`src/rtl/mips_subset_execute_assert.svh`:
```
// Assertion macros for the execute block
`ifndef MIPS_SUBSET_EXECUTE_ASSERT_SVH
`define MIPS_SUBSET_EXECUTE_ASSERT_SVH
// implication checked on every rising clock edge outside reset
`define MSE_ASSERT_IMP(label, clk, rstn, lhs, rhs) \
  label: assert property (@(posedge clk) disable iff (!rstn) (lhs) |-> (rhs)) \
    else $error("assertion failed");
// next-cycle implication
`define MSE_ASSERT_NEXT(label, clk, rstn, lhs, rhs) \
  label: assert property (@(posedge clk) disable iff (!rstn) (lhs) |=> (rhs)) \
    else $error("assertion failed");
`endif

```
`src/rtl/mse_pkg.sv`:
```
// ---------------------------------------------------------------------------
// mse_pkg: shared types and constants
// Opcodes and the decoded-instruction record passed front to back.
// ---------------------------------------------------------------------------
`timescale 1ns / 1ps
package mse_pkg;
  localparam int unsigned MemWordsDefault = 1024;

  typedef enum logic [4:0] {
    OP_ADD = 5'd0, OP_SUB = 5'd1, OP_OR = 5'd2, OP_AND = 5'd3, OP_SLT = 5'd4,
    OP_SLL = 5'd5, OP_SRL = 5'd6, OP_JR = 5'd7, OP_LW = 5'd8, OP_SW = 5'd9,
    OP_ADDI = 5'd10, OP_ORI = 5'd11, OP_ANDI = 5'd12, OP_SLTI = 5'd13,
    OP_BEQ = 5'd14, OP_BNE = 5'd15, OP_LUI = 5'd16, OP_J = 5'd17, OP_JAL = 5'd18
  } op_e;

  typedef struct packed {
    logic [4:0]  func;
    logic [4:0]  rs;
    logic [4:0]  rt;
    logic [4:0]  rd;
    logic [4:0]  sa;
    logic [15:0] imm;
    logic [25:0] jidx;
  } instr_t;
endpackage

```
`src/rtl/mse_front.sv`:
```
// ---------------------------------------------------------------------------
// mse_front: instruction intake
// Two-entry queue holding accepted instructions for the back end.
// ---------------------------------------------------------------------------
`timescale 1ns / 1ps
`include "mips_subset_execute_assert.svh"
module mse_front (
  input  logic            clk_i,
  input  logic            rst_ni,
  input  logic            in_valid_i,
  output logic            in_ready_o,
  input  mse_pkg::instr_t in_i,
  output logic            q_valid_o,
  input  logic            q_pop_i,
  output mse_pkg::instr_t q_o
);
  mse_pkg::instr_t ent_q [2];
  logic rp_q, wp_q;
  logic [1:0] cnt_q, cnt_d;
  logic push;

  assign in_ready_o = cnt_q != 2'd2;
  assign push = in_valid_i && in_ready_o;
  assign q_valid_o = cnt_q != 2'd0;
  assign q_o = ent_q[rp_q];
  assign cnt_d = cnt_q + {1'b0, push} - {1'b0, q_pop_i};

  always_ff @(posedge clk_i or negedge rst_ni) begin
    if (!rst_ni) begin
      rp_q <= 1'b0; wp_q <= 1'b0; cnt_q <= 2'd0;
    end else begin
      if (push) wp_q <= ~wp_q;
      if (q_pop_i) rp_q <= ~rp_q;
      cnt_q <= cnt_d;
    end
  end
  always_ff @(posedge clk_i) begin
    if (push) ent_q[wp_q] <= in_i;
  end

  `MSE_ASSERT_IMP(a_no_pop_empty, clk_i, rst_ni, q_pop_i, q_valid_o)
  `MSE_ASSERT_IMP(a_no_overflow, clk_i, rst_ni, cnt_q == 2'd2, !in_ready_o)
  `MSE_ASSERT_NEXT(a_cnt_up, clk_i, rst_ni, push && !q_pop_i, cnt_q != 2'd0)
endmodule

```
`config.mk`:
```
export PLATFORM = sky130hd
export DESIGN_NAME = mse_front
export DESIGN_NICKNAME = d
export VERILOG_FILES = /design/src/rtl/mse_pkg.sv /design/src/rtl/mse_front.sv
export VERILOG_INCLUDE_DIRS = /design/src /design/src/rtl
export SDC_FILE = /design/constraint.sdc
export NUM_CORES = 1
export LEC_CHECK = 0
export BUFFER_PORTS_ARGS = -buffer_cell sky130_fd_sc_hd__buf_2
export CORE_MARGIN = 10
export CORE_UTILIZATION = 35
export DETAILED_ROUTE_END_ITERATION = 6
export SYNTH_ARGS = -nofsm -noshare
export SYNTH_HDL_FRONTEND = slang
export SYNTH_SLANG_ARGS = --single-unit
```
`constraint.sdc`:
```
create_clock -name clk_i -period 4.99 [get_ports clk_i]
set_input_delay 0.499 -clock clk_i [delete_from_list [all_inputs] [get_ports clk_i]]
set_output_delay 0.499 -clock clk_i [all_outputs]
set_load 0.01 [all_outputs]
```
==> results.json <==
{
  "status": "completed",
  "p_sw_share_pct": 27.4,
  "synth_edf_count": 134,
  "rows": 44,
  "route.detailed.wl_per_inst_um": 17.1,
  "crit_arrival_ns": 2.15,
  "fill_cells": 1280,
  "fin_crit_sh_pct": 53.0,
  "fin_worst_skew_ns": 0.00501,
  "dp_cells": 542,
  "r2r_cells": 4,
  "vias_per_cell": 4.45,
  "yosysMostFrequentCell": "edfxtp_1",
  "p_leak_nw": 2.52,
  "worstPathMaxFanout": 68,
  "cts_resized": 0,
  "r2r_end": "ent_q[0][59]",
  "hp-start": "in_i[56]",
  "p_clk_share_pct": 31.4,
  "antenna_found_initial": 0,
  "die_w_um": 141,
  "overflow": 0,
  "power.internal_mw": 2.94,
  "regToRegSetupSlack_ns": 2.54,
  "die_area_sq_um": 19900,
  "post_cts_buffers": 0,
  "timing.final.ws_setup_ns": 2.35,
  "holdWs_ns": 0.275,
  "synth_commonest_cells": "edfxtp_1 (134), mux2_2 (47), mux2_4 (20), buf_2 (4), dfrtp_1 (4)",
  "final_nets": 450,
  "irDropWorstVdd_v": 0.000499,
  "num_vias": 2557,
  "area_growth_pct": 29.2,
  "synthMuxAreaShare_pct": 16.2,
  "synth_top_area_share_pct": 78.6,
  "synth_compound_area_share_pct": 0.293,
  "hold_depth": 1,
  "drv_slew": 0,
  "p_total_mw": 4.05,
  "dp_hpwl_um": 6500,
  "fmax_mhz": 378,
  "ioPinCount": 140,
  "drc": 0,
  "detail-route-antenna-nets": 0,
  "synth-async-reset-ratio_pct": 2.90,
  "synth_area_leaders": "edfxtp_1 (79%), mux2_2 (10%), mux2_4 (5.9%)",
  "synth_ff_type": "edfxtp_1",
  "start_util_pct": 35.5,
  "grt_pass1_vias": 2942,
  "cts_sinks": 138,
  "fin_cells": 575,
  "synth_top_family_by_area": "multiplexers",
  "ctsHtreeMaxLevel": 4,
  "grt_max_degree": 69,
  "required_ns": 4.49,
  "synth_area_sq_um": 5120,
  "io_buffers": 139,
  "p_per_area_nw_per_um2": 612,
  "drtPass1Iterations": 4,
  "r2r-start": "cnt_q[0]",
  "synth_cells": 226,
  "core_area_sq_um": 14400,
  "clk_pin_slew_worst_paths_ns": 0.06,
  "cts_buffers": 17,
  "root_buffer": "clkbuf_16",
  "yosys.area_share.simple_pct": 0.660,
  "finalSetupTns_ns": 0,
  "holdPathEnd": "ent_q[0][56]",
  "synth_fa_ha_area_share_pct": 0.244,
  "yosysWarnings": 0,
  "die_y_um": 141,
  "num_antenna_cells": 0,
  "tightest_slew_ns": 1.05,
  "criticalPathCategory": "register to primary output",
  "finalHoldViolations": 0,
  "setup_violations": 0,
  "p_switching_mw": 1.11,
  "end_kind": "primary output",
  "hp-class": "input port to register",
  "min_period_ns": 2.64,
  "final_layout_size_suffix_gt1_share_pct": 61.9,
  "max_slew_margin_pct": 30.3,
  "worstSkewPairLatency_ns": 0.41,
  "synth-seq-cells": 138,
  "grt_usage_pct": 10.1,
  "gp_congestion": 0.672,
  "cts.path.max_buffers": 2,
  "syn_avg_cell_area_sq_um": 22.7,
  "grt_pass1_wl_um": 15300,
  "tritoncts": "built",
  "rsz0062_at_grt": "false",
  "synth-xor-area-share_pct": 0.684,
  "pre_cts_ws_ns": 2.39,
  "wirelength_um": 9820,
  "synth_area_leader_cell": "edfxtp_1",
  "yosys.cell_types.count": 18,
  "power_frac_seq_pct": 43.8,
  "yosysSeqAreaShare_pct": 80.5,
  "p_comb_share_pct": 24.8,
  "syn-num-nets": 298,
  "drt-initial-drc-count": 141,
  "start_kind": "register",
  "max_cap_viol_count": 0
}
-- power by group through the flow --
| stage | Sequential [mW] | Combinational (mW) | Clock, mW |
|---|---|---|---|
| finish | 1.77 | 1.01 | 1.27 |
| detailed placement | 1.81 | 1.04 | 0 |
| global placement | 1.79 | 1.03 | 0 |
| floorplan | 1.67 | 0.774 | 0 |
| global route | 1.81 | 1.10 | 1.36 |
| CTS | 1.78 | 1.04 | 1.30 |
-- flip-flops by register name, summed over array words and instances, names as in the netlist --
signal and cells:
cnt_q 2, ent_q 134, wp_q 1, rp_q 1
-- layout by cell type (no fill, tap or decap), types with 3 or more instances in the layout --
cell type	n
bufinv_16	4
edfxtp_1	134
clkinv_2	5
mux2_4	20
clkbuf_16	17
clkinvlp_4	4
xnor2_1	3
dfrtp_1	3
buf_2	139
mux2_2	47
-- final cells by class --
cell class	count	area, sq um	share of cell area, %
well taps	184	230	3.48
flip-flops and latches	138	4130	62.4
multi-input cells	80	938	14.2
clock buffers	18	429	6.49
repair buffers	141	713	10.8
clock inverters	14	179	2.70
-- critical path, stage by stage, from the launching register on --
cell,delay (ns)
dfrtp_4,1.11
mux2_2,0.44
buf_2,0.15
-- repair_timing --
item / CTS / global route
endpoints found under the hold margin: 4 / 0
setup endpoints to repair: 0 / 0
hold buffers: 1 / 0
-- metrics by stage --
stage | utilization [%] | area, sq um
2_1_floorplan | - | 5120
3_3_place_gp | 41.6 | 6000
3_5_place_dp | 41.6 | 6000
4_1_cts | 45.9 | 6620
5_1_grt | 45.9 | 6620
6_report | 45.9 | 6620
-- routing by layer --
metal	GRT usage [%]	up-vias	routed length, um
li1	-	1199	-
met1	10.6	1250	4000
met2	16.4	96	4900
met3	5.27	12	789
met4	4.89	0	132
met5	0	-	0
-- logic make-up after synthesis --
| logic type | after synthesis |
|---|---|
| DFF | 138 |
| muxes | 67 |
| buffers and inverters | 8 |
| and+or+nand+nor | 6 |
| xor gates and xnor gates | 4 |
| AOI/OAI and AO/OA | 2 |
| adders and majority gates | 1 |
-- worst max path at each step --
stage                         to       start
CTS                       q_o[6]        rp_q
finish                    q_o[6]        rp_q
global route              q_o[6]        rp_q
floorplan            ent_q[0][0]    cnt_q[0]
global placement    ent_q[0][65]  in_valid_i
detailed placement  ent_q[0][64]  in_valid_i
Note: power is estimated with default switching activity, not from simulation.
